File: config.mk
export PLATFORM = sky130hd
export DESIGN_NAME = url_percent_decoder_flat
export DESIGN_NICKNAME = d
export VERILOG_FILES = /design/src/hdl/upd_pkg.sv /design/src/hdl/upd_enc_if.sv /design/src/hdl/upd_dec_if.sv /design/src/hdl/upd_front.sv /design/src/hdl/upd_queue.sv /design/src/hdl/upd_back.sv /design/src/hdl/url_percent_decoder.sv /design/src/flat_wrapper.sv
export VERILOG_INCLUDE_DIRS = /design/src /design/src/hdl
export SDC_FILE = /design/constraint.sdc
export NUM_CORES = 1
export LEC_CHECK = 0
export BUFFER_PORTS_ARGS = -buffer_cell sky130_fd_sc_hd__buf_2
export CAP_MARGIN = 40
export CORE_MARGIN = 10
export CORE_UTILIZATION = 35
export DETAILED_ROUTE_END_ITERATION = 12
export HOLD_SLACK_MARGIN = 0.15
export PLACE_DENSITY_LB_ADDON = 0.25
export SYNTH_ARGS = -nofsm -noshare
export SYNTH_HDL_FRONTEND = slang
export SYNTH_HIERARCHICAL = 1
export SYNTH_SLANG_ARGS = --single-unit
File: constraint.sdc
create_clock -name clk -period 3.98 [get_ports clk]
set_input_delay 0.199 -clock clk [delete_from_list [all_inputs] [get_ports clk]]
set_output_delay 0.199 -clock clk [all_outputs]
set_load 0.01 [all_outputs]
File: src/hdl/url_percent_decoder_macros.svh
// Assertion macros shared by the URL percent decoder modules.
`ifndef URL_PERCENT_DECODER_MACROS_SVH
`define URL_PERCENT_DECODER_MACROS_SVH

// Check a condition at every clock edge outside reset.
`define UPD_ASSERT_NOW(lbl, ck, rn, cond, msg) \
    lbl: assert property (@(posedge ck) disable iff (!rn) (cond)) else $error(msg);

// Check a consequence in the cycle after its trigger.
`define UPD_ASSERT_NEXT(lbl, ck, rn, ante, cons, msg) \
    lbl: assert property (@(posedge ck) disable iff (!rn) (ante) |=> (cons)) else $error(msg);

// Check a consequence in the same cycle as its trigger.
`define UPD_ASSERT_SAME(lbl, ck, rn, ante, cons, msg) \
    lbl: assert property (@(posedge ck) disable iff (!rn) (ante) |-> (cons)) else $error(msg);

`endif

File: src/hdl/upd_pkg.sv
// Package: character codes, queue depth, decoder phase, run type and hex helpers.
`timescale 1ns / 1ps

package upd_pkg;

    localparam logic [7:0] CH_PLUS    = 8'h2B;
    localparam logic [7:0] CH_PERCENT = 8'h25;
    localparam logic [7:0] CH_SPACE   = 8'h20;
    localparam logic [7:0] CH_LOWER_A = 8'h61;

    // Run queue depth and pointer width
    localparam int QDEPTH = 4;
    localparam int QAW    = $clog2(QDEPTH);

    typedef enum logic [1:0] {
        PH_IDLE  = 2'd0,
        PH_PCT   = 2'd1,
        PH_DIGIT = 2'd2
    } phase_t;

    // Decoded bytes caused by one input item, in emission order
    typedef struct packed {
        logic [7:0] b0;
        logic [7:0] b1;
        logic [7:0] b2;
        logic [1:0] cnt;
        logic       fin;
    } run_t;

    function automatic logic is_hex(input logic [7:0] c);
        return ((c >= 8'h30) && (c <= 8'h39)) ||
               ((c >= 8'h41) && (c <= 8'h46)) ||
               ((c >= CH_LOWER_A) && (c <= 8'h66));
    endfunction

    // Letters have low nibble 1..6 for A..F, so add nine
    function automatic logic [3:0] hex_val(input logic [7:0] c);
        return (c <= 8'h39) ? c[3:0] : (c[3:0] + 4'd9);
    endfunction

endpackage

File: src/hdl/upd_enc_if.sv
// Interface: encoded input channel.
`timescale 1ns / 1ps

interface upd_enc_if;
    logic       valid;
    logic       ready;
    logic [7:0] in_byte;
    logic       in_final;

    modport source (output valid, output in_byte, output in_final, input ready);
    modport sink   (input valid, input in_byte, input in_final, output ready);
endinterface

File: src/hdl/upd_dec_if.sv
// Interface: decoded output channel.
`timescale 1ns / 1ps

interface upd_dec_if;
    logic       valid;
    logic       ready;
    logic [7:0] out_byte;
    logic       run_last;
    logic       stream_end;

    modport source (output valid, output out_byte, output run_last, output stream_end,
                    input ready);
    modport sink   (input valid, input out_byte, input run_last, input stream_end,
                    output ready);
endinterface

File: src/hdl/upd_front.sv
// Front end: accepts encoded bytes, tracks escape phase, builds decoded runs.
`timescale 1ns / 1ps
`include "url_percent_decoder_macros.svh"

module upd_front
(
    input  logic          clk,
    input  logic          rst_n,
    upd_enc_if.sink       enc,
    input  logic          push_ready,
    output logic          push_valid,
    output upd_pkg::run_t push_run
);

    upd_pkg::phase_t phase_reg;
    upd_pkg::phase_t phase_next;
    logic [7:0]      held_reg;
    logic [7:0]      held_next;

    logic       accept;
    logic [7:0] c;
    logic       fin;
    logic       c_hex;
    logic       p_emit;
    logic [7:0] p_byte;
    logic       p_pct;

    assign enc.ready = push_ready;
    assign accept    = enc.valid && enc.ready;
    assign c         = enc.in_byte;
    assign fin       = enc.in_final;
    assign c_hex     = upd_pkg::is_hex(c);

    // Classify the new byte as ordinary input
    always_comb
    begin
        p_emit = 1'b1;
        p_byte = c;
        p_pct  = 1'b0;
        if (c == upd_pkg::CH_PLUS)
        begin
            p_byte = upd_pkg::CH_SPACE;
        end
        else if ((c == upd_pkg::CH_PERCENT) && !fin)
        begin
            p_emit = 1'b0;
            p_pct  = 1'b1;
        end
    end

    // Next phase and held digit
    always_comb
    begin
        phase_next = phase_reg;
        held_next  = held_reg;
        if (accept)
        begin
            case (phase_reg)
                upd_pkg::PH_PCT:
                begin
                    if (c_hex && !fin)
                    begin
                        phase_next = upd_pkg::PH_DIGIT;
                        held_next  = c;
                    end
                    else
                    begin
                        phase_next = p_pct ? upd_pkg::PH_PCT : upd_pkg::PH_IDLE;
                    end
                end
                upd_pkg::PH_DIGIT:
                begin
                    held_next = 8'h00;
                    if (c_hex)
                    begin
                        phase_next = upd_pkg::PH_IDLE;
                    end
                    else
                    begin
                        phase_next = p_pct ? upd_pkg::PH_PCT : upd_pkg::PH_IDLE;
                    end
                end
                default:
                begin
                    phase_next = p_pct ? upd_pkg::PH_PCT : upd_pkg::PH_IDLE;
                end
            endcase
            // Final byte always leaves the decoder idle
            if (fin)
            begin
                phase_next = upd_pkg::PH_IDLE;
                held_next  = 8'h00;
            end
        end
    end

    // Build the run of decoded bytes for this item
    always_comb
    begin
        push_run.b0  = p_byte;
        push_run.b1  = 8'h00;
        push_run.b2  = 8'h00;
        push_run.cnt = p_emit ? 2'd1 : 2'd0;
        push_run.fin = fin;
        case (phase_reg)
            upd_pkg::PH_PCT:
            begin
                if (c_hex && !fin)
                begin
                    push_run.cnt = 2'd0;
                end
                else
                begin
                    push_run.b0  = upd_pkg::CH_PERCENT;
                    push_run.b1  = p_byte;
                    push_run.cnt = p_emit ? 2'd2 : 2'd1;
                end
            end
            upd_pkg::PH_DIGIT:
            begin
                if (c_hex)
                begin
                    // High nibble times sixteen plus low nibble
                    push_run.b0  = {upd_pkg::hex_val(held_reg), upd_pkg::hex_val(c)};
                    push_run.cnt = 2'd1;
                end
                else
                begin
                    push_run.b0  = upd_pkg::CH_PERCENT;
                    push_run.b1  = held_reg;
                    push_run.b2  = p_byte;
                    push_run.cnt = p_emit ? 2'd3 : 2'd2;
                end
            end
            default:
            begin
                push_run.cnt = p_emit ? 2'd1 : 2'd0;
            end
        endcase
    end

    assign push_valid = accept && (push_run.cnt != 2'd0);

    // Phase and held digit registers
    always_ff @(posedge clk or negedge rst_n)
    begin
        if (!rst_n)
        begin
            phase_reg <= upd_pkg::PH_IDLE;
            held_reg  <= 8'h00;
        end
        else
        begin
            phase_reg <= phase_next;
            held_reg  <= held_next;
        end
    end

    `UPD_ASSERT_NEXT(a_fin_to_idle, clk, rst_n, accept && fin, phase_reg == upd_pkg::PH_IDLE, "final item left decoder busy")
    `UPD_ASSERT_SAME(a_push_has_room, clk, rst_n, push_valid, push_ready, "run pushed into full queue")

endmodule

File: src/hdl/upd_queue.sv
// Run queue: short FIFO of decoded runs between front and back ends.
`timescale 1ns / 1ps
`include "url_percent_decoder_macros.svh"

module upd_queue
(
    input  logic          clk,
    input  logic          rst_n,
    input  logic          push_valid,
    input  upd_pkg::run_t push_run,
    output logic          push_ready,
    output logic          head_valid,
    output upd_pkg::run_t head_run,
    input  logic          pop
);

    upd_pkg::run_t                mem_reg [upd_pkg::QDEPTH];
    logic [upd_pkg::QAW-1:0]      wr_ptr_reg;
    logic [upd_pkg::QAW-1:0]      wr_ptr_next;
    logic [upd_pkg::QAW-1:0]      rd_ptr_reg;
    logic [upd_pkg::QAW-1:0]      rd_ptr_next;
    logic [upd_pkg::QAW:0]        cnt_reg;
    logic [upd_pkg::QAW:0]        cnt_next;
    logic                         do_push;
    logic                         do_pop;

    assign push_ready = (cnt_reg != (upd_pkg::QAW+1)'(upd_pkg::QDEPTH));
    assign head_valid = (cnt_reg != '0);
    assign head_run   = mem_reg[rd_ptr_reg];
    assign do_push    = push_valid && push_ready;
    assign do_pop     = pop && head_valid;

    // Advance pointers and occupancy
    always_comb
    begin
        wr_ptr_next = do_push ? wr_ptr_reg + 1'b1 : wr_ptr_reg;
        rd_ptr_next = do_pop  ? rd_ptr_reg + 1'b1 : rd_ptr_reg;
        cnt_next    = cnt_reg;
        if (do_push && !do_pop)
        begin
            cnt_next = cnt_reg + 1'b1;
        end
        else if (!do_push && do_pop)
        begin
            cnt_next = cnt_reg - 1'b1;
        end
    end

    always_ff @(posedge clk or negedge rst_n)
    begin
        if (!rst_n)
        begin
            wr_ptr_reg <= '0;
            rd_ptr_reg <= '0;
            cnt_reg    <= '0;
        end
        else
        begin
            wr_ptr_reg <= wr_ptr_next;
            rd_ptr_reg <= rd_ptr_next;
            cnt_reg    <= cnt_next;
        end
    end

    // Store runs
    always_ff @(posedge clk)
    begin
        if (do_push)
        begin
            mem_reg[wr_ptr_reg] <= push_run;
        end
    end

    `UPD_ASSERT_NOW(a_cnt_bound, clk, rst_n, cnt_reg <= (upd_pkg::QAW+1)'(upd_pkg::QDEPTH), "queue count overflow")
    `UPD_ASSERT_SAME(a_pop_nonempty, clk, rst_n, pop, head_valid, "pop from empty queue")

endmodule

File: src/hdl/upd_back.sv
// Back end: splits the head run into bytes and drives the output register.
`timescale 1ns / 1ps
`include "url_percent_decoder_macros.svh"

module upd_back
(
    input  logic          clk,
    input  logic          rst_n,
    input  logic          head_valid,
    input  upd_pkg::run_t head_run,
    output logic          pop,
    upd_dec_if.source     dec
);

    logic [1:0] idx_reg;
    logic [1:0] idx_next;
    logic       out_valid_reg;
    logic       out_valid_next;
    logic [7:0] out_byte_reg;
    logic       run_last_reg;
    logic       stream_end_reg;

    logic       load;
    logic       last;
    logic [7:0] sel_byte;

    // Pick the byte at the current position of the head run
    always_comb
    begin
        case (idx_reg)
            2'd0:    sel_byte = head_run.b0;
            2'd1:    sel_byte = head_run.b1;
            default: sel_byte = head_run.b2;
        endcase
    end

    assign last = (idx_reg == (head_run.cnt - 2'd1));
    assign load = head_valid && (!out_valid_reg || dec.ready);
    assign pop  = load && last;

    // Advance within the run, hold while the output stalls
    always_comb
    begin
        idx_next       = idx_reg;
        out_valid_next = out_valid_reg && !dec.ready;
        if (load)
        begin
            idx_next       = last ? 2'd0 : idx_reg + 2'd1;
            out_valid_next = 1'b1;
        end
    end

    always_ff @(posedge clk or negedge rst_n)
    begin
        if (!rst_n)
        begin
            idx_reg       <= 2'd0;
            out_valid_reg <= 1'b0;
        end
        else
        begin
            idx_reg       <= idx_next;
            out_valid_reg <= out_valid_next;
        end
    end

    // Output payload
    always_ff @(posedge clk)
    begin
        if (load)
        begin
            out_byte_reg   <= sel_byte;
            run_last_reg   <= last;
            stream_end_reg <= last && head_run.fin;
        end
    end

    assign dec.valid      = out_valid_reg;
    assign dec.out_byte   = out_byte_reg;
    assign dec.run_last   = run_last_reg;
    assign dec.stream_end = stream_end_reg;

    `UPD_ASSERT_NOW(a_idx_in_run, clk, rst_n, (idx_reg == 2'd0) || (head_valid && (idx_reg < head_run.cnt)), "position outside head run")

endmodule

File: src/hdl/url_percent_decoder.sv
// Top level: streaming URL percent decoder (form-urlencoded).
//
//  channel | role   | payload                          | handshake
//  --------+--------+----------------------------------+-------------
//  enc     | sink   | in_byte[7:0], in_final           | valid/ready
//  dec     | source | out_byte[7:0], run_last, stream_end | valid/ready
//
// One item is accepted per cycle while the run queue has room; it yields a
// run of 0 to 3 decoded bytes. Output bytes leave one per cycle while
// dec.ready is high, from a registered output stage; a run goes into the run
// queue first and its bytes then pass through the output register. The
// four-entry run queue absorbs three-byte runs; when it fills, enc.ready
// drops until the output drains. Reset is asynchronous and needs no sweep.
`timescale 1ns / 1ps

module url_percent_decoder
(
    input  logic      clk,
    input  logic      rst_n,
    upd_enc_if.sink   enc,
    upd_dec_if.source dec
);

    logic          push_valid;
    logic          push_ready;
    upd_pkg::run_t push_run;
    logic          head_valid;
    upd_pkg::run_t head_run;
    logic          pop;

    upd_front u_front
    (
        .clk        (clk),
        .rst_n      (rst_n),
        .enc        (enc),
        .push_ready (push_ready),
        .push_valid (push_valid),
        .push_run   (push_run)
    );

    upd_queue u_queue
    (
        .clk        (clk),
        .rst_n      (rst_n),
        .push_valid (push_valid),
        .push_run   (push_run),
        .push_ready (push_ready),
        .head_valid (head_valid),
        .head_run   (head_run),
        .pop        (pop)
    );

    upd_back u_back
    (
        .clk        (clk),
        .rst_n      (rst_n),
        .head_valid (head_valid),
        .head_run   (head_run),
        .pop        (pop),
        .dec        (dec)
    );

endmodule

File: src/flat_wrapper.sv
// flat-port wrapper written by rule: the top's interface ports become plain ports
module url_percent_decoder_flat 
  (clk, rst_n, enc_valid, enc_in_byte, enc_in_final, enc_ready, dec_valid, dec_out_byte, dec_run_last, dec_stream_end, dec_ready);
  upd_enc_if enc_i ();
  upd_dec_if dec_i ();
  input  logic clk;
  input  logic rst_n;
  input wire logic [$bits(enc_i.valid)-1:0] enc_valid;
  input wire logic [$bits(enc_i.in_byte)-1:0] enc_in_byte;
  input wire logic [$bits(enc_i.in_final)-1:0] enc_in_final;
  output wire logic [$bits(enc_i.ready)-1:0] enc_ready;
  output wire logic [$bits(dec_i.valid)-1:0] dec_valid;
  output wire logic [$bits(dec_i.out_byte)-1:0] dec_out_byte;
  output wire logic [$bits(dec_i.run_last)-1:0] dec_run_last;
  output wire logic [$bits(dec_i.stream_end)-1:0] dec_stream_end;
  input wire logic [$bits(dec_i.ready)-1:0] dec_ready;
  assign enc_i.valid = enc_valid;
  assign enc_i.in_byte = enc_in_byte;
  assign enc_i.in_final = enc_in_final;
  assign enc_ready = enc_i.ready;
  assign dec_valid = dec_i.valid;
  assign dec_out_byte = dec_i.out_byte;
  assign dec_run_last = dec_i.run_last;
  assign dec_stream_end = dec_i.stream_end;
  assign dec_i.ready = dec_ready;
  url_percent_decoder u_core (.clk(clk), .rst_n(rst_n), .enc(enc_i), .dec(dec_i));
endmodule
==> impl_results.md, run 1 <==
* Largest register FFs at 108
* Die H at 153 um
* Switch Pwr at 1.41 mW
* # setup viols final at 0
* Unique masters post-synth at 57
* Number of synthesized flops with an enable pin at 118
* Final hold slack at 180 ps
* Vias at 3415
* Fmax at 0.306 GHz
* Largest net degree at the start of global routing at 28
* Routability congestion estimate at 0.855
* Logic pwr share at 25.4%
* Clock period minus worst slack at 3260 ps
* Via/cell ratio at 5.10
* Top_reg_cell synth: edfxtp_1
* Skew-Pair Late Insertion Delay at 420 ps
* Static Leak at 2.52 nW
* Slew @ Worst Pin at 627 ps
* Fin Setup TNS at 0 ps
* Switch share at 27.9%
* Vias in the first global route at 3607
* Antenna-violating nets left at 0
* WL/cell at 18.8 um
* Syn. warnings at 6
* Drt initial violations at 232
* Share of post-route cells with drive strength above 1 at 23.6%
* RSZ-0062 raised after global routing: no
* Crit path kind: in2reg
* Commonest non-fill, non-tap cell in the layout: edfxtp_1
* First-pass DRT Iterations at 4
* Most frequent cells in the layout: edfxtp_1 (118), nand2_1 (30), mux4_2 (26), buf_2 (24), nor2_1 (23)
* Grt ovf at 0
* Final non-filler cell area at 0.00721 mm2
* Die footprint at 0.0233 mm2
* Max Clock Skew at 7.83 ps
* CP Max Fanout at 7
* CP required at 4320 ps
* Syn Std Cell Area at 0.00616 mm2
* Clock-pin slew on the worst setup and hold paths at 50 ps
* TritonCTS buffer count at 17
* Internal at 3.66 mW
* #FFs+latches synth at 138
* Initial antenna violation count at 0
* Crit path DAT at 3600 ps
* CTS sink count at 138
* Row count at 48
* Final Hold Fails at 0
* Layout Nets at 461
* Period utilisation layout at 82.0%
* Worst vdd ir at 323 uV
* Post-DP HPWL at 8340 um
* Top cell type's share of synthesized area at 57.6%
* CTS root buf: clkbuf_16
* Status: complete, no violations
* Die width at 153 um
* Post-Layout Cell Count at 669
* Sequential Power Share at 41.5%
* Seq/Total Area, Yosys at 65.7%
* # IOs at 25
* Total core area at 0.0173 mm2
* Post-Route WL at 12600 um
* CTS tree: done
* Gr usage total at 11.3%
* Mapped Cells at 391
* Ys async rst share at 14.5%
* CTS max path bufs at 2
* First-pass GRT wire length at 20400 um
* Max-Cap Viols at 0
* Syn_nets at 420
* Largest area contributor in the synthesized netlist: edfxtp_1
* Initial Util at 35.6%
* I/O Buffers at 24
* Worst setup EP type: flop
* # H-tree levels at 4
* Residual DRC at 0
* Power density over cell area at 704 mW/mm2
* Clk pwr share at 33.1%
* Worst slew margin at 58.0%
* Area contributors post-synth: edfxtp_1 (58%), mux4_2 (9.5%), dfrtp_1 (8.1%)
* Synth-to-Final Area Change at 17.1%
* Placed insts at 632
* Avg Synthesized Cell Area at 15.7 um2
* Post-DP Area at 0.00652 mm2
* Ant diodes at 0
* Max-slew violations at 0
* Element type at the critical path start: input pin
* Worst min path class: in2reg
==> cells by family (layout without fill, tap and decap cells) <==
| family | count (synthesis) | count (layout) | share of synthesized area [%] |
|---|---|---|---|
| flip-flops | 138 | 138 | 65.7 |
| AO/OA/AOI/OAI | 57 | 57 | 6.73 |
| multiplexers | 31 | 31 | 10.7 |
| buffers and inverters | 35 | 88 | 2.91 |
| AND/OR/NAND/NOR | 103 | 103 | 9.02 |
| adder cells (fa/ha/maj) | 16 | 16 | 3.37 |
| XOR/XNOR | 11 | 11 | 1.57 |
==> Yosys cell counts (2+ instances only) <==
library cell	instances
nor2_1	23
mux2_2	3
buf_6	2
xnor2_1	7
a21oi_1	8
clkbuf_1	6
o22ai_1	6
ha_1	15
or2_2	3
nor4_1	2
nand4_1	2
nand2b_1	8
a32oi_1	3
dfrtp_1	20
and3_1	2
mux4_2	26
nor3b_1	2
a211oi_1	4
xor2_1	4
buf_2	4
a22o_1	7
inv_1	18
and2_1	10
nor3_1	3
nand2_1	30
buf_4	3
o21bai_1	3
nand3_1	6
o21ai_0	3
a22oi_1	14
edfxtp_1	118
==> final timing paths <==
| kind | from | end | slack (ps) | depth (start not counted) |
|---|---|---|---|---|
| setup / recovery | enc_in_byte[1] | u_core/u_queue/cnt_reg[2]$_DFFE_PN0P_ | 720 | 16 |
| min in group asynchronous | rst_n | u_core/u_back/dec.valid$_DFF_PN0_ | 280 | 2 |
| hold reg to reg | u_core/u_front/phase_reg[1]$_DFFE_PN0P_ | u_core/u_front/phase_reg[1]$_DFFE_PN0P_ | 520 | 2 |
| setup reg to reg | u_core/u_queue/rd_ptr_reg[0]$_DFFE_PN0P_ | u_core/u_queue/cnt_reg[1]$_DFFE_PN0P_ | 740 | 9 |
| max in group asynchronous | rst_n | u_core/u_queue/rd_ptr_reg[0]$_DFFE_PN0P_ | 3320 | 2 |
| hold / removal | enc_in_byte[4] | u_core/u_front/held_reg[4]$_DFFE_PN0P_ | 180 | 2 |
==> layer usage <==
| layer | routed length [um] | GRT usage (%) | share of wire [%] |
|---|---|---|---|
| met5 | 0 | 0 | 0 |
| met2 | 6000 | 17.3 | 48 |
| met4 | 178 | 4.54 | 1.4 |
| met1 | 5740 | 14.4 | 46 |
| met3 | 686 | 3.56 | 5.4 |
==> power by group through the flow <==
| stage | Clock (mW) | Combinational (mW) | Sequential (mW) |
|---|---|---|---|
| global route | 1.78 | 1.43 | 2.15 |
| finish | 1.68 | 1.29 | 2.11 |
| floorplan | 0 | 0.980 | 2.10 |
| CTS | 1.71 | 1.33 | 2.12 |
| detailed placement | 0 | 1.31 | 2.14 |
| global placement | 0 | 1.31 | 2.13 |
==> repair_timing <==
item	in CTS	in global routing
hold buffers	6	0
hold endpoints to repair	28	0
gates resized for setup	0	0
buffers inserted	0	0
==> layout make-up <==
type / count / area (um2)
Timing Repair Buffer: 39 / 248
Sequential cell: 138 / 4050
Clock buffer: 19 / 433
Fill cell: 1568 / 10100
Inverter: 18 / 67.6
Clock inverter: 12 / 198
Tap cell: 225 / 282
Multi-Input combinational cell: 218 / 1930
==> critical path, cell delays in order <==
cell and delay (ps):
dlygate4sd3_1 520, buf_2 160, inv_1 80, ha_1 220, o21bai_1 300, a21oi_2 160
nor2_2 230, nor4b_1 100, a211oi_1 230, a21boi_2 340, ha_1 240, inv_1 60
fa_1 370, xor2_1 150, nor2_1 110, xor2_1 140
==> metrics by stage <==
step | setup WS [ps] | util (%) | total power, mW
final | 716 | 41.7 | 5.07
after floorplan | 1150 | - | 3.08
after global routing | 398 | 41.7 | 5.36
after detailed placement | 722 | 37.7 | 3.46
after CTS | 692 | 41.7 | 5.15
after global placement | 784 | 37.7 | 3.44
Note: power is estimated with default switching activity, not from simulation.
==> run 2, diff against run 1 <==
Clock period 3.98 ns to 2.75 ns, I/O delays scaled along.
==> run 2 against run 1 <==
Against the previous run:
- die area did not move
- critical path depth is 3 lower
- via count rose by 1.5%
- worst hold slack improved by 19 ps
- routed wire length fell by 1.2%
- sequential power increased by 43%
- setup slack worse by 610 ps
- count of clock-buffer cells in the layout rose by 2
- register-to-register slack worse by 630 ps
- critical path type unchanged
- critical endpoint is now u_core/u_queue/cnt_reg[1]$_DFFE_PN0P_
- largest cell class unchanged
- largest power group unchanged
- highest routed layer unchanged
==> impl_results.md, run 2 (synthesis results as in run 1) <==
* Commonest non-fill, non-tap cell in the layout: edfxtp_1
* Worst setup EP type: flop
* Layout Nets at 480 (+4.1%)
* Clk pwr share at 29.2% (-3.9 points)
* Multi-input logic area at 0.00199 mm2 (+3.0%)
* Crit path kind: in2reg
* Residual DRC at 0 (unchanged)
* Start point of the worst hold path: enc_in_byte[5]
* Initial Util at 35.6% (unchanged)
* Routability congestion estimate at 0.861 (+0.77%)
* I/O Buffers at 24 (unchanged)
* Die width at 153 um (unchanged)
* Fin Setup TNS at 0 ps (unchanged)
* Power density over cell area at 969 mW/mm2 (+38%)
* Via/cell ratio at 5.04 (-1.3%)
* First-pass DRT Iterations at 5 (+1)
* Switch Pwr at 2.02 mW (+43%)
* Reg-to-reg slack, setup at 110 ps (-630 ps)
* Largest net degree at the start of global routing at 28 (unchanged)
* Post-DP HPWL at 8200 um (-1.6%)
* Vias at 3467 (+1.5%)
* Clock period minus worst slack at 2640 ps
* Switch share at 28.2% (+0.38 points)
* Worst vdd ir at 442 uV (+37%)
* Vias in the first global route at 3773 (+4.6%)
* Post-place setup slack at 16.2 ps (-705 ps)
* Status: complete, no violations
* Hold path cells at 3 (+1)
* Final core occ at 42.7% (+1.1 points)
* Max Clock Skew at 24.7 ps (+16.9 ps)
* Worst path bufs/invs at 4 (unchanged)
* CP required at 3040 ps (-1280 ps)
* # setup viols final at 0 (unchanged)
* Final Hold Fails at 0 (unchanged)
* Final hold slack at 199 ps (+19.1 ps)
* Worst Hold End: u_core/u_front/held_reg[5]$_DFFE_PN0P_
* Setup ws final at 106 ps (-610 ps)
* Crit path DAT at 2930 ps (-670 ps)
* # H-tree levels at 4 (unchanged)
* CTS max path bufs at 2 (unchanged)
* # IOs at 25 (unchanged)
* First-pass GRT wire length at 20300 um (-0.30%)
* Most frequent cells in the layout: edfxtp_1 (118), nand2_1 (29), mux4_2 (26), nor2_1 (23), buf_4 (22)
* CTS sink count at 138 (unchanged)
* Clock-pin slew on the worst setup and hold paths at 60 ps (about the same)
* Period utilisation layout at 96.1%
* Worst slew margin at 54.5% (-3.5 points)
* Share of post-route cells with drive strength above 1 at 27.0% (+3.3 points)
* Synth-to-Final Area Change at 20.1%
* Skew-Pair Late Insertion Delay at 420 ps (about the same)
* Register cell area after layout at 0.00405 mm2 (unchanged)
* CTS root buf: clkbuf_16
* Sequential Power Share at 42.0% (+0.5 points)
* Ant diodes at 0 (unchanged)
* Die H at 153 um (unchanged)
* Filler cells at 1563 (-0.32%)
* CP Max Fanout at 5 (-2)
* Die footprint at 0.0233 mm2 (unchanged)
* Worst Reg2Reg Path Length in Cells at 9 (unchanged)
* Element type at the critical path start: input pin
* Reg2reg end: u_core/u_queue/cnt_reg[1]$_DFFE_PN0P_
* Antenna-violating nets left at 0 (unchanged)
* CTS tree: done
* Worst min path class: in2reg
* Instance count on the critical path at 13 (-3)
* Initial antenna violation count at 0 (unchanged)
* Critical-path cell list: buf_2 -> dlygate4sd3_1 -> buf_4 -> nand4bb_1 -> a21oi_2 -> nor2_2 -> nor4b_2 -> a211oi_2 -> a21boi_2 -> ha_4 -> inv_2 -> fa_1 -> mux2_4
* Post-Route WL at 12400 um (-1.2%)
* Drt initial violations at 242 (+4.3%)
* Worst path max stage delay at 550 ps (+30 ps)
* CP max stage cell: dlygate4sd3_1
* Max-Cap Viols at 0 (unchanged)
* Placed insts at 648 (+2.5%)
* Slew @ Worst Pin at 680 ps (+53.0 ps)
* Start of the worst register-to-register path: u_core/u_queue/rd_ptr_reg[0]$_DFFE_PN0P_
* Static Leak at 2.62 nW (+4.2%)
* Row count at 48 (unchanged)
* Largest register FFs at 108 (unchanged)
* Post-Layout Cell Count at 688 (+2.8%)
* Gr usage total at 11.0% (-0.21 points)
* Total core area at 0.0173 mm2 (unchanged)
* Fmax at 0.378 GHz
* Logic pwr share at 28.7% (+3.3 points)
* Internal at 5.14 mW (+40%)
* TritonCTS buffer count at 17 (unchanged)
* WL/cell at 18.1 um (-3.9%)
* CP delay by family, top: buffers and inverters
* Grt ovf at 0 (unchanged)
* Max-slew violations at 0 (unchanged)
[run 2: cell count changes in the layout (fill, tap and decap cells not counted), moves of 2 or more]
cell / before / now
buf_12: 0 / 4
buf_2: 24 / 21
buf_4: 9 / 22
bufinv_16: 5 / 2
clkbuf_1: 2 / 4
clkinv_2: 0 / 3
clkinvlp_4: 3 / 1
dlygate4sd3_1: 6 / 8
dlymetal6s4s_1: 0 / 2
[run 2: timing repair]
action                                  4_1_cts  5_1_grt
endpoints found under the setup margin        0        2
resized for setup                             0       11
hold buffers                                 10        0
hold endpoints to repair                     32        0
setup buffers                                 0        1
[run 2: power groups by stage]
stage | clock (mW) | combinational (mW) | sequential [mW]
final | 2.09 | 2.06 | 3.01
after floorplan | 0 | 1.44 | 3.05
after detailed placement | 0 | 2.05 | 3.05
after CTS | 2.14 | 2.06 | 3.01
after global routing | 2.22 | 2.29 | 3.05
after global placement | 0 | 2.03 | 3.02
[run 2: through the flow]
step	power [mW]	area (um2)
6_report	7.16	7390
2_1_floorplan	4.49	6170
4_1_cts	7.21	7340
3_5_place_dp	5.10	6700
5_1_grt	7.56	7390
3_3_place_gp	5.05	6700
[run 2: how the worst max path moves through the flow]
stage,startpoint,to
final,enc_in_byte[6],u_core/u_queue/cnt_reg[1]$_DFFE_PN0P_
after global routing,enc_in_byte[6],u_core/u_queue/cnt_reg[1]$_DFFE_PN0P_
after CTS,enc_in_byte[3],u_core/u_queue/cnt_reg[1]$_DFFE_PN0P_
after detailed placement,enc_in_byte[1],u_core/u_queue/cnt_reg[2]$_DFFE_PN0P_
after global placement,enc_in_byte[1],u_core/u_queue/cnt_reg[2]$_DFFE_PN0P_
after floorplan,u_core/u_queue/rd_ptr_reg[0]$_DFFE_PN0P_,u_core/u_queue/cnt_reg[1]$_DFFE_PN0P_
[run 2: worst register-to-register path: stages (launching register included)]
cell and delay (ps):
dfrtp_2 390, mux4_2 540, xnor2_2 170, mux2i_2 240, nor2b_4 180, nand2_2 90, ha_4 180, inv_2 50
fa_1 400, mux2_4 270
[run 2: area by class of cell]
| cell class | instances | share of cell area (%) |
|---|---|---|
| tap | 225 | 3.81 |
| timing repair buffer | 58 | 6.26 |
| inverter | 18 | 0.914 |
| sequential | 138 | 54.7 |
| multi-input combinational | 218 | 26.9 |
| clock buffer | 21 | 5.96 |
| clock inverter | 10 | 1.39 |
[run 2: metal layers]
layer  vias up  GRT usage (%)  part of all wire [%]  wire length [um]
met1      1765           13.7                    46              5720
li1       1628              -                     -                 -
met2        66           17.5                    49              6080
met5         -              0                     0                 0
met4         0           4.31                  0.96               119
met3         8           3.47                   4.2               526
==> run 3, diff against run 2 <==
Settings changed: REMOVE_ABC_BUFFERS set to 1.
==> run 3 against run 2 <==
Against the previous run:
- non-clock buffer count is 9 higher
- routed wire length increased by 9.2%
- sequential share of layout area decreased by 0.62 points
- worst hold slack lost 9.0 ps
- design area is 1.2% higher
- fmax is 1.1% lower
- clock power increased by 5%
- utilization up 0.49 points
- highest routed layer unchanged
- combinational power up 7%
- global-route usage is 1.0 points higher
- count of clock-buffer cells in the layout decreased by 3
- critical endpoint unchanged
==> impl_results.md, run 3 (synthesis results as in run 1) <==
* Clock period minus worst slack at 2670 ps (+30.4 ps)
* Reg-to-reg slack, setup at 80 ps (-30 ps)
* Final Hold Fails at 0 (unchanged)
* I/O Buffers at 24 (unchanged)
* Worst path max stage delay at 530 ps (-20 ps)
* Post-DP HPWL at 8700 um (+6.1%)
* Antenna-violating nets left at 0 (unchanged)
* Design Power at 7.42 mW (+3.6%)
* # H-tree levels at 4 (unchanged)
* CTS sink count at 138 (unchanged)
* Register cell area after layout at 0.00405 mm2 (unchanged)
* Power density over cell area at 992 mW/mm2 (+2.4%)
* Die footprint at 0.0233 mm2 (unchanged)
* Commonest non-fill, non-tap cell in the layout: edfxtp_1
* CP required at 3060 ps (+20 ps)
* # IOs at 25 (unchanged)
* CTS max path bufs at 2 (unchanged)
* TritonCTS buffer count at 17 (unchanged)
* Worst vdd ir at 579 uV (+31%)
* Critical-path cell list: mux4_2 -> xnor2_2 -> mux2i_2 -> nor2b_4 -> nand2_2 -> ha_4 -> inv_2 -> fa_2 -> mux2_4
* Max Clock Skew at 9.77 ps (-14.9 ps)
* Crit. Startpoint: u_core/u_queue/rd_ptr_reg[0]$_DFFE_PN0P_
* Static Leak at 2.66 nW (+1.3%)
* Period utilisation layout at 97.3% (+1.1 points)
* Initial antenna violation count at 0 (unchanged)
* Start point of the worst hold path: enc_in_byte[3]
* CP delay by family, top: multiplexers
* Crit path kind: reg2reg
* Final hold slack at 191 ps (-8.95 ps)
* Largest register FFs at 108 (unchanged)
* Share of post-route cells with drive strength above 1 at 30.2% (+3.2 points)
* Initial Util at 35.6% (unchanged)
* Total core area at 0.0173 mm2 (unchanged)
* Instance count on the critical path at 9 (-4)
* Setup ws final at 75.5 ps (-30.4 ps)
* CTS tree: done
* Vias in the first global route at 3761 (-0.32%)
* CP max stage cell: mux4_2
* Filler cells at 1588 (+1.6%)
* Reg2reg end: u_core/u_queue/cnt_reg[1]$_DFFE_PN0P_
* Worst Reg2Reg Path Length in Cells at 9 (unchanged)
* Element type at the critical path start: flop
* Slew @ Worst Pin at 642 ps (-37.7 ps)
* Worst setup EP type: flop
* Start of the worst register-to-register path: u_core/u_queue/rd_ptr_reg[0]$_DFFE_PN0P_
* Via/cell ratio at 5.23 (+3.8%)
* Status: complete, no violations
* Max-slew violations at 0 (unchanged)
* Gr usage total at 12.0% (+1.0 points)
* Most frequent cells in the layout: edfxtp_1 (118), buf_4 (32), nand2_1 (29), mux4_2 (26), nor2_1 (23)
* First-pass DRT Iterations at 5 (unchanged)
* Ant diodes at 0 (unchanged)
* Die H at 153 um (unchanged)
* Drt initial violations at 381 (+57%)
* Clock-pin slew on the worst setup and hold paths at 60 ps (about the same)
* Vias at 3652 (+5.3%)
* Skew-Pair Late Insertion Delay at 420 ps (about the same)
* Crit path DAT at 2980 ps (+50 ps)
* Worst path bufs/invs at 1 (-3)
* First-pass GRT wire length at 21500 um (+6.1%)
* WL/cell at 19.5 um (+7.6%)
* Worst min path class: in2reg
* Largest net degree at the start of global routing at 28 (unchanged)
* # setup viols final at 0 (unchanged)
* Max-Cap Viols at 0 (unchanged)
* Residual DRC at 0 (unchanged)
* Fmax at 0.374 GHz (-1.1%)
* Synth-to-Final Area Change at 21.4%
* Multi-input logic area at 0.00198 mm2 (-0.63%)
* Layout Nets at 489 (+1.9%)
* Post-place setup slack at -20.9 ps (-37.1 ps)
* Fin Setup TNS at 0 ps (unchanged)
* Post-Route WL at 13600 um (+9.2%)
* Routability congestion estimate at 0.911 (+5.8%)
* Row count at 48 (unchanged)
* Die width at 153 um (unchanged)
* Grt ovf at 0 (unchanged)
* CTS root buf: clkbuf_16
* CP Max Fanout at 4 (-1)
* CP endpoint: u_core/u_queue/cnt_reg[1]$_DFFE_PN0P_
* RSZ-0062 raised after global routing: yes
* Worst slew margin at 57.0% (+2.4 points)
run 3: worst min path at each step:
stage	cells after the start	to	slack, ps
final	3	u_core/u_front/held_reg[3]$_DFFE_PN0P_	190
after global routing	3	u_core/u_front/held_reg[3]$_DFFE_PN0P_	200
after CTS	3	u_core/u_front/held_reg[3]$_DFFE_PN0P_	150
after detailed placement	1	u_core/u_back/dec.valid$_DFF_PN0_	120
after global placement	1	u_core/u_queue/rd_ptr_reg[1]$_DFFE_PN0P_	120
after floorplan	0	u_core/u_back/dec.valid$_DFF_PN0_	-160
run 3: through the flow:
stage                     util, %  instances  area [um2]
after global routing         43.2        698        7480
after detailed placement     38.9        653        6720
after floorplan                 -        374        6040
after CTS                    42.7        694        7390
after global placement       38.9        653        6720
final                        43.2        698        7480
run 3: cell type report:
cell class / count / area share, %
Timing Repair Buffer: 67 / 7.05
Inverter: 18 / 0.937
Sequential cell: 138 / 54.1
Multi-Input combinational cell: 218 / 26.5
Clock buffer: 18 / 5.74
Tap cell: 225 / 3.77
Clock inverter: 14 / 1.94
run 3: where the power goes:
| part | total, mW | internal (mW) | switching (mW) |
|---|---|---|---|
| Clock | 2.20 | 1.33 | 0.864 |
| Combinational | 2.21 | 1.04 | 1.17 |
| Sequential | 3.00 | 2.84 | 0.159 |
| Total | 7.42 | 5.22 | 2.20 |
run 3: repair_timing:
item                       in CTS  in global routing
pin swaps                       0                  5
gates cloned                    0                  0
resized for setup               1                 17
setup buffers                   0                  4
hold endpoints to repair       31                  0
setup endpoints to repair       1                  2
hold buffers                    9                  0
run 3: routing by layer:
layer	GRT usage, %	share of wire (%)	vias to the layer above
met2	19.7	49	124
met3	2.91	5.1	20
met5	0	0	-
met4	4.95	1.4	0
li1	-	-	1650
met1	14.9	44	1858
run 3: worst min-delay path: cells and delay by family:
family | cells | cell delay, ps
AO/OA/AOI/OAI | 1 | 170
buffers and inverters | 2 | 260
